<file path="src/hdl/wcfb_pkg.sv">
// Shared types, word table and constants for the word clock frame builder.
package wcfb_pkg;

    // Request and result payloads
    typedef struct packed {
        logic [4:0] hour_of_day;
        logic [5:0] minute_of_hour;
    } time_req_t;

    typedef struct packed {
        logic [3:0]  row_index;
        logic [10:0] row_leds;
        logic        last_row;
        logic        bad_time;
    } row_result_t;

    // Classified frame: which words are lit, handed from front to back
    typedef struct packed {
        logic       bad;
        logic       it_is;
        logic       oclock;
        logic       five;
        logic       ten;
        logic       quarter;
        logic       twenty;
        logic       half;
        logic       past;
        logic       to;
        logic [3:0] hour_sel;
        logic [2:0] fine;
    } frame_desc_t;

    // Position of one word on the letter grid
    typedef struct packed {
        logic [3:0] row;
        logic [3:0] col;
        logic [3:0] len;
    } word_pos_t;

    localparam int unsigned GRID_COLS = 11;
    localparam logic [3:0]  LAST_ROW  = 4'd10;
    localparam logic [5:0]  PAST_LIMIT = 6'd34;
    localparam logic [5:0]  MIN_STEP   = 6'd5;
    localparam logic [4:0]  HOURS_ON_DIAL = 5'd12;
    localparam logic [4:0]  MAX_HOUR   = 5'd23;
    localparam logic [5:0]  MAX_MINUTE = 6'd59;

    // Configuration register indexes
    localparam logic [0:0] CFG_SHOW_IT_IS   = 1'b0;
    localparam logic [0:0] CFG_SNAKE_WIRING = 1'b1;

    localparam word_pos_t POS_IT      = '{row: 4'd0, col: 4'd0, len: 4'd2};
    localparam word_pos_t POS_IS      = '{row: 4'd0, col: 4'd3, len: 4'd2};
    localparam word_pos_t POS_FIVE    = '{row: 4'd2, col: 4'd7, len: 4'd4};
    localparam word_pos_t POS_TEN     = '{row: 4'd3, col: 4'd0, len: 4'd3};
    localparam word_pos_t POS_QTR     = '{row: 4'd1, col: 4'd3, len: 4'd7};
    localparam word_pos_t POS_TWENTY  = '{row: 4'd2, col: 4'd0, len: 4'd6};
    localparam word_pos_t POS_HALF    = '{row: 4'd3, col: 4'd4, len: 4'd4};
    localparam word_pos_t POS_TO      = '{row: 4'd3, col: 4'd8, len: 4'd2};
    localparam word_pos_t POS_PAST    = '{row: 4'd4, col: 4'd1, len: 4'd4};
    localparam word_pos_t POS_ON_HOUR = '{row: 4'd9, col: 4'd5, len: 4'd6};

    // Hour words, entry 0 is TWELVE
    localparam word_pos_t HOUR_WORDS [12] = '{
        '{row: 4'd8, col: 4'd5, len: 4'd6}, '{row: 4'd5, col: 4'd0, len: 4'd3},
        '{row: 4'd6, col: 4'd4, len: 4'd3}, '{row: 4'd5, col: 4'd6, len: 4'd5},
        '{row: 4'd6, col: 4'd0, len: 4'd4}, '{row: 4'd6, col: 4'd7, len: 4'd4},
        '{row: 4'd5, col: 4'd3, len: 4'd3}, '{row: 4'd8, col: 4'd0, len: 4'd5},
        '{row: 4'd7, col: 4'd0, len: 4'd5}, '{row: 4'd4, col: 4'd7, len: 4'd4},
        '{row: 4'd9, col: 4'd0, len: 4'd3}, '{row: 4'd7, col: 4'd5, len: 4'd6}
    };

    // Fine-minute LEDs lit for 0..4 extra minutes (wired order 3, 2, 0, 1)
    localparam logic [3:0] FINE_MASK [5] = '{4'h0, 4'h8, 4'hC, 4'hD, 4'hF};

    // Mask of one word on a given row, zero when the word sits elsewhere
    function automatic logic [10:0] word_row_mask(word_pos_t w, logic [3:0] row);
        logic [11:0] ones;
        logic [11:0] shifted;
        begin
            ones    = (12'd1 << w.len) - 12'd1;
            shifted = ones << w.col;
            return (w.row == row) ? shifted[10:0] : 11'd0;
        end
    endfunction

endpackage

</file>
<file path="src/hdl/wcfb_front.sv">
// Front end: accepts a time request and classifies it into a frame descriptor.
module wcfb_front
    import wcfb_pkg::*;
(
    input  logic        start,
    input  logic        queue_full,
    input  time_req_t   req,
    input  logic        show_it_is,
    output logic        push,
    output frame_desc_t desc
);

    logic        bad;
    logic [9:0]  prod;
    logic [3:0]  step_q;
    logic [5:0]  step_base;
    logic [5:0]  fine_full;
    logic        past;
    logic [4:0]  hour_adv;
    logic [4:0]  hour_fold;

    // Accept whenever the queue has room
    assign push = start && !queue_full;

    // Range check
    assign bad = (req.hour_of_day > MAX_HOUR) || (req.minute_of_hour > MAX_MINUTE);

    // Divide minute by five: multiply by 13/64, exact for 0..59
    assign prod      = 10'(req.minute_of_hour) * 10'd13;
    assign step_q    = prod[9:6];
    assign step_base = 6'(step_q) * MIN_STEP;
    assign fine_full = req.minute_of_hour - step_base;

    // Choose PAST or TO and fold the hour onto the dial
    assign past     = (req.minute_of_hour < MIN_STEP) || (req.minute_of_hour <= PAST_LIMIT);
    assign hour_adv = req.hour_of_day + 5'(!past);

    always_comb
    begin
        if (hour_adv >= (HOURS_ON_DIAL << 1))
            hour_fold = hour_adv - (HOURS_ON_DIAL << 1);
        else if (hour_adv >= HOURS_ON_DIAL)
            hour_fold = hour_adv - HOURS_ON_DIAL;
        else
            hour_fold = hour_adv;
    end

    // Build the descriptor
    always_comb
    begin
        desc          = '0;
        desc.bad      = bad;
        if (!bad)
        begin
            desc.it_is    = show_it_is;
            desc.hour_sel = hour_fold[3:0];
            desc.fine     = fine_full[2:0];
            if (req.minute_of_hour < MIN_STEP)
            begin
                desc.oclock = 1'b1;
            end
            else
            begin
                desc.past = past;
                desc.to   = !past;
                case (step_q) inside
                    4'd1, 4'd11: desc.five    = 1'b1;
                    4'd2, 4'd10: desc.ten     = 1'b1;
                    4'd3, 4'd9:  desc.quarter = 1'b1;
                    4'd4, 4'd8:  desc.twenty  = 1'b1;
                    4'd5, 4'd7:
                    begin
                        desc.twenty = 1'b1;
                        desc.five   = 1'b1;
                    end
                    default:     desc.half    = 1'b1;
                endcase
            end
        end
    end

endmodule

</file>
<file path="src/hdl/wcfb_queue.sv">
// Small descriptor queue between the front end and the row emitter.
module wcfb_queue
    import wcfb_pkg::*;
#(
    parameter int unsigned DEPTH = 2
)
(
    input  logic        clk,
    input  logic        rst_n,
    input  logic        push,
    input  frame_desc_t push_desc,
    input  logic        pop,
    output logic        full,
    output logic        not_empty,
    output frame_desc_t head
);

    localparam int unsigned PTR_W = (DEPTH > 1) ? $clog2(DEPTH) : 1;
    localparam int unsigned CNT_W = $clog2(DEPTH + 1);
    localparam logic [PTR_W-1:0] LAST_PTR = PTR_W'(DEPTH - 1);
    localparam logic [CNT_W-1:0] FULL_CNT = CNT_W'(DEPTH);

    frame_desc_t      entry_reg [DEPTH];
    logic [PTR_W-1:0] wr_ptr_reg, wr_ptr_next;
    logic [PTR_W-1:0] rd_ptr_reg, rd_ptr_next;
    logic [CNT_W-1:0] count_reg, count_next;

    assign full      = (count_reg == FULL_CNT);
    assign not_empty = (count_reg != '0);
    assign head      = entry_reg[rd_ptr_reg];

    // Advance pointers and count
    always_comb
    begin
        wr_ptr_next = wr_ptr_reg;
        rd_ptr_next = rd_ptr_reg;
        count_next  = count_reg;
        if (push)
            wr_ptr_next = (wr_ptr_reg == LAST_PTR) ? '0 : wr_ptr_reg + 1'b1;
        if (pop)
            rd_ptr_next = (rd_ptr_reg == LAST_PTR) ? '0 : rd_ptr_reg + 1'b1;
        if (push && !pop)
            count_next = count_reg + 1'b1;
        else if (pop && !push)
            count_next = count_reg - 1'b1;
    end

    always_ff @(posedge clk or negedge rst_n)
    begin
        if (!rst_n)
        begin
            wr_ptr_reg <= '0;
            rd_ptr_reg <= '0;
            count_reg  <= '0;
        end
        else
        begin
            wr_ptr_reg <= wr_ptr_next;
            rd_ptr_reg <= rd_ptr_next;
            count_reg  <= count_next;
        end
    end

    // Store the incoming descriptor
    always_ff @(posedge clk)
    begin
        if (push)
            entry_reg[wr_ptr_reg] <= push_desc;
    end

endmodule

</file>
<file path="src/hdl/wcfb_back.sv">
// Back end: walks the head descriptor row by row and registers each row result.
module wcfb_back
    import wcfb_pkg::*;
(
    input  logic        clk,
    input  logic        rst_n,
    input  logic        desc_valid,
    input  frame_desc_t desc,
    input  logic        snake_wiring,
    output logic        pop,
    output logic        row_strobe,
    output row_result_t row
);

    logic [3:0]  row_cnt_reg, row_cnt_next;
    logic        strobe_reg, strobe_next;
    row_result_t row_reg, row_next;
    logic [10:0] leds;
    logic [10:0] leds_out;

    assign pop        = desc_valid && (row_cnt_reg == LAST_ROW);
    assign row_strobe = strobe_reg;
    assign row        = row_reg;

    // Gather the words that fall on the current row
    always_comb
    begin
        leds = '0;
        if (!desc.bad)
        begin
            if (desc.it_is)
                leds = leds | word_row_mask(POS_IT, row_cnt_reg)
                            | word_row_mask(POS_IS, row_cnt_reg);
            if (desc.oclock)  leds = leds | word_row_mask(POS_ON_HOUR, row_cnt_reg);
            if (desc.five)    leds = leds | word_row_mask(POS_FIVE, row_cnt_reg);
            if (desc.ten)     leds = leds | word_row_mask(POS_TEN, row_cnt_reg);
            if (desc.quarter) leds = leds | word_row_mask(POS_QTR, row_cnt_reg);
            if (desc.twenty)  leds = leds | word_row_mask(POS_TWENTY, row_cnt_reg);
            if (desc.half)    leds = leds | word_row_mask(POS_HALF, row_cnt_reg);
            if (desc.past)    leds = leds | word_row_mask(POS_PAST, row_cnt_reg);
            if (desc.to)      leds = leds | word_row_mask(POS_TO, row_cnt_reg);
            leds = leds | word_row_mask(HOUR_WORDS[desc.hour_sel], row_cnt_reg);
            if (row_cnt_reg == LAST_ROW)
                leds = leds | {7'd0, FINE_MASK[desc.fine]};
        end
    end

    // Reverse odd rows for snake wiring; the fine row is even and stays put
    always_comb
    begin
        leds_out = leds;
        if (snake_wiring && row_cnt_reg[0])
        begin
            for (int k = 0; k < GRID_COLS; k++)
                leds_out[k] = leds[GRID_COLS - 1 - k];
        end
    end

    // Advance the row counter and load the output register
    always_comb
    begin
        row_cnt_next       = row_cnt_reg;
        strobe_next        = desc_valid;
        row_next           = row_reg;
        if (desc_valid)
        begin
            row_next.row_index = row_cnt_reg;
            row_next.row_leds  = leds_out;
            row_next.last_row  = (row_cnt_reg == LAST_ROW);
            row_next.bad_time  = desc.bad;
            row_cnt_next       = (row_cnt_reg == LAST_ROW) ? 4'd0 : row_cnt_reg + 4'd1;
        end
    end

    always_ff @(posedge clk or negedge rst_n)
    begin
        if (!rst_n)
        begin
            row_cnt_reg <= '0;
            strobe_reg  <= 1'b0;
        end
        else
        begin
            row_cnt_reg <= row_cnt_next;
            strobe_reg  <= strobe_next;
        end
    end

    // Hold the row payload
    always_ff @(posedge clk)
    begin
        row_reg <= row_next;
    end

endmodule

</file>
<file path="src/hdl/word_clock_frame_builder.sv">
// Top level of the word clock frame builder: config registers, front end, queue, back end.
//
//  channel   | handshake            | payload
//  ----------+----------------------+-------------------------------------------
//  request   | start / busy         | req   (hour_of_day, minute_of_hour)
//  result    | row_strobe           | row   (row_index, row_leds, last_row, bad_time)
//  config    | cfg_we               | cfg_index, cfg_data
//
// Each request yields eleven rows, one per cycle, row 0 first; the row emitter
// is the bottleneck and so sets the sustained throughput of requests.
// With the queue empty, a taken request passes the queue entry register, then the row register.
// The descriptor queue (QUEUE_DEPTH entries) takes new requests while rows are
// still going out; busy is high only while it is full. The receiver cannot stall.
// Reset empties the queue and sets show_it_is and snake_wiring to 1.
module word_clock_frame_builder
    import wcfb_pkg::*;
#(
    parameter int unsigned QUEUE_DEPTH = 2
)
(
    input  logic        clk,
    input  logic        rst_n,
    input  logic        start,
    output logic        busy,
    input  time_req_t   req,
    output logic        row_strobe,
    output row_result_t row,
    input  logic        cfg_we,
    input  logic [0:0]  cfg_index,
    input  logic [0:0]  cfg_data
);

    logic        show_it_is_reg, show_it_is_next;
    logic        snake_wiring_reg, snake_wiring_next;
    logic        push;
    logic        pop;
    logic        queue_full;
    logic        queue_not_empty;
    frame_desc_t front_desc;
    frame_desc_t head_desc;

    assign busy = queue_full;

    // Decode configuration writes
    always_comb
    begin
        show_it_is_next   = show_it_is_reg;
        snake_wiring_next = snake_wiring_reg;
        if (cfg_we)
        begin
            case (cfg_index)
                CFG_SHOW_IT_IS:   show_it_is_next   = cfg_data[0];
                CFG_SNAKE_WIRING: snake_wiring_next = cfg_data[0];
                default:          ;
            endcase
        end
    end

    always_ff @(posedge clk or negedge rst_n)
    begin
        if (!rst_n)
        begin
            show_it_is_reg   <= 1'b1;
            snake_wiring_reg <= 1'b1;
        end
        else
        begin
            show_it_is_reg   <= show_it_is_next;
            snake_wiring_reg <= snake_wiring_next;
        end
    end

    // Classify requests
    wcfb_front u_front (
        .start      (start),
        .queue_full (queue_full),
        .req        (req),
        .show_it_is (show_it_is_reg),
        .push       (push),
        .desc       (front_desc)
    );

    // Buffer descriptors
    wcfb_queue #(
        .DEPTH (QUEUE_DEPTH)
    ) u_queue (
        .clk       (clk),
        .rst_n     (rst_n),
        .push      (push),
        .push_desc (front_desc),
        .pop       (pop),
        .full      (queue_full),
        .not_empty (queue_not_empty),
        .head      (head_desc)
    );

    // Emit rows
    wcfb_back u_back (
        .clk          (clk),
        .rst_n        (rst_n),
        .desc_valid   (queue_not_empty),
        .desc         (head_desc),
        .snake_wiring (snake_wiring_reg),
        .pop          (pop),
        .row_strobe   (row_strobe),
        .row          (row)
    );

endmodule
</file>
<file path="config.mk">
export PLATFORM = sky130hd
export DESIGN_NAME = word_clock_frame_builder
export DESIGN_NICKNAME = d
export VERILOG_FILES = /design/src/hdl/wcfb_pkg.sv /design/src/hdl/wcfb_front.sv /design/src/hdl/wcfb_queue.sv /design/src/hdl/wcfb_back.sv /design/src/hdl/word_clock_frame_builder.sv
export SDC_FILE = /design/constraint.sdc
export NUM_CORES = 1
export LEC_CHECK = 0
export BUFFER_PORTS_ARGS = -buffer_cell sky130_fd_sc_hd__buf_4
export CORE_ASPECT_RATIO = 0.9
export CORE_MARGIN = 5
export CORE_UTILIZATION = 44
export CTS_CLUSTER_DIAMETER = 50
export CTS_CLUSTER_SIZE = 25
export DETAILED_ROUTE_END_ITERATION = 12
export HOLD_SLACK_MARGIN = 0.03
export PLACE_DENSITY_LB_ADDON = 0.12
export SLEW_MARGIN = 25
export SYNTH_ARGS = -nofsm -noshare
export SYNTH_HDL_FRONTEND = slang
export SYNTH_SLANG_ARGS = --single-unit
</file>
<file path="constraint.sdc">
create_clock -name clk -period 3.5 [get_ports clk]
set_input_delay 0.175 -clock clk [delete_from_list [all_inputs] [get_ports clk]]
set_output_delay 0.175 -clock clk [all_outputs]
set_load 0.02 [all_outputs]
</file>
==> run metrics <==
Critical Path Source Type register; CP max FO 7; CTS tree built; pwr/cell area around 970 mW/mm²; Total Nets Final between 500 and 600; R2R Path End u_back.row[4]; Post-synth ARST share 17.7%; Synth area leaders edfxtp_1 (32%), ha_1 (9.2%), dfrtp_1 (4.7%); Yosys cell types 77; Ports 36; first-pass GRT wire length roughly 18000 µm; Die ar. between 0.01 and 0.015 mm²; total number of vias 3747; synth warn 0; critical path required time 3630 ps; wirelength, routed 10300 µm; Avg WL per Cell around 15 µm; initial antenna violation count 0; min-delay src cfg_data; Reg2Reg Setup Slack 220 ps; synth cell count leaders edfxtp_1 (51), nor2_1 (41), ha_1 (35); Hold Crit Depth 2; Core ar. 0.0107 mm²; RSZ-0062 raised after global routing false; global route overflow 0; DRT antenna net count 0; largest vdd supply drop approximately 340 µV; status complete, no violations; R2R Path Start u_queue.rd_ptr_reg; WP data arrival 3410 ps; Max Root-Sink Buffers 2; H-tree Lvls 3; post-synthesis instance area between 0.004 and 0.005 mm²; Sequential Power Share between 20% and 30%; max-cap viol count 0; area grow syn2layout 18.5%; post-layout min period approximately 3300 ps; share of layout cells above drive strength 1 24.2%; Slew Limit Fails 0; Sw Share 43.6%; initial core utilization 44.5%; Rel. slew slack between 40% and 50%; GRT Util Overall 16.6%; Logic pwr share 59.0%; Post-Layout Cell Count 670; setup violators final 0; Fin. Hold Viols 0; Inserted Diodes 0; GRT Max-Usage Layer met2; grt met3 use about 3%; M1 GR Usage 21.0%; Final Cycle Share 93.7%; Worst-Skew Late Latency 320 ps; Post-synth EDFFs slightly above 50; Gate Count Post-Synth 476; P_int roughly 3.1 mW; Worst Hold Path EP show_it_is_reg; CP Capture Type register; Psw 2.37 mW; clk root buf clkbuf_16; Die Wd 120 µm; Leakage 2.30 nW; syn_area_per_cell 9.98 µm²; Post-Route Utilization 52.7%; worst slew pin tran 810 ps; DRT Pass-1 Iters 4; drt first-iter violations between 150 and 200; hold slack 99.3 ps; R2R depth 13; f_max 0.305 GHz; Setup CP Type reg -> reg; global placement routability congestion 0.892; Clk pwr share 16.2%; total negative slack 0 ps; Placed Cells 653; Vias per Instance 5.59; #FFs+latches synth just over 60; worst hold path class in -> reg; max reg flops 34; predominant post-synthesis flop cell edfxtp_1; leading area contributor after synthesis edfxtp_1; Max Clock Skew 6.18 ps; CTS Buf Count 9; synthesized net count 530; share of the synthesized area in the top cell type 32.3%; dpl hpwl 8190 µm; Die Height 109 µm; Port Buffer Count 35; row cnt 36; top-count cell post-synth edfxtp_1; met2 usage 28.2%; largest net degree at the start of global routing 23; Residual DRC 0; CTS Sinks 62; vias in the first global route between 3000 and 4000; Worst-path clk slew 50 ps; sequential-to-total area share from yosys stat between 30% and 40%; Post-CTS Setup Inserts 0
area by class of cell:
| class | instances | area, µm² |
|---|---|---|
| inverter | 27 | 101 |
| tap | 133 | 166 |
| fill | 962 | 5050 |
| sequential | 62 | 1810 |
| clock buffer | 11 | 243 |
| timing repair buffer | 65 | 503 |
| multi-input combinational | 367 | 2740 |
| clock inverter | 5 | 57.6 |
per-stage QoR:
step | area (µm²) | total power [mW] | setup slack [ps]
2_1_floorplan | 4750 | 3.65 | 77.5
3_5_place_dp | 5290 | 4.53 | 11.2
4_1_cts | 5600 | 5.43 | 75.3
3_3_place_gp | 5290 | 4.52 | 116
5_1_grt | 5630 | 5.85 | 6.50
6_report | 5630 | 5.43 | 220
worst max path at each step:
stage,start,end
6_report,u_queue.rd_ptr_reg,u_back.row[4]
5_1_grt,u_queue.rd_ptr_reg,u_back.row[5]
4_1_cts,u_queue.rd_ptr_reg,u_back.row[4]
3_5_place_dp,req[1],u_queue.entry_reg[1][2]
3_3_place_gp,req[1],u_queue.entry_reg[0][2]
2_1_floorplan,u_queue.rd_ptr_reg,u_back.row[5]
repair_timing:
item                                    4_1_cts  5_1_grt
gates resized for setup                       0        6
hold buffers                                  1        0
endpoints found under the hold margin        11        0
endpoints found under the setup margin        0       10
routing by layer:
layer	share of wire [%]	up-vias
li1	-	1881
met1	45	1757
met2	48	85
met3	4.2	24
met4	2.5	0
met5	0	-
critical path, stage by stage (launching register included):
cell      delay [ps]
dfrtp_2          460
mux2i_4          220
buf_4            160
ha_1             230
mux2i_2          220
a21oi_2           90
or2_2            280
ha_2             240
a211o_4          320
o21ai_1          160
a22oi_2          100
o21ai_1          200
o211ai_1         140
a221oi_1         300
kinds of logic (layout without fill, tap and decap cells):
group | Yosys count | count (layout) | synth area share [%]
AND/OR/NAND/NOR | 150 | 150 | 15.8
multiplexers | 27 | 27 | 7.48
adder cells (fa/ha/maj) | 37 | 37 | 10.1
flip-flops | 62 | 62 | 38.1
AO/OA/AOI/OAI | 128 | 128 | 19.3
XOR/XNOR | 25 | 25 | 4.61
buffers and inverters | 47 | 108 | 4.64
layout by cell type, fill, tap and decap left out, types with 3 or more instances in the layout:
master	Yosys	layout
and2_1	7	7
mux2_2	7	7
or2_2	3	3
a221oi_2	3	3
edfxtp_1	51	51
nand2_1	31	31
ha_1	35	34
and3_1	3	3
dfrtp_1	9	8
nor2b_1	9	9
o21ai_1	7	7
nand2b_1	5	5
a21oi_1	30	30
a21o_1	5	5
nand3_1	19	19
buf_4	3	63
clkbuf_16	0	9
o21ai_0	20	20
a311oi_1	3	3
nand4_1	4	4
mux2i_4	4	4
a21oi_2	4	4
nor3_1	9	9
xnor2_1	18	18
nor2_1	41	41
a211oi_2	3	3
inv_1	25	25
a211oi_1	8	8
nor4_1	5	5
o22ai_1	5	5
o211ai_1	8	8
mux2i_1	12	12
xor2_1	7	7
power by group through the flow:
stage,registers [mW],clock network [mW],logic [mW]
after global routing,1.38,0.929,3.54
final,1.35,0.878,3.20
after global placement,1.36,0,3.16
after floorplan,1.40,0,2.25
after detailed placement,1.36,0,3.16
after CTS,1.35,0.894,3.18
No activity file was read; power rests on OpenSTA's default activity.
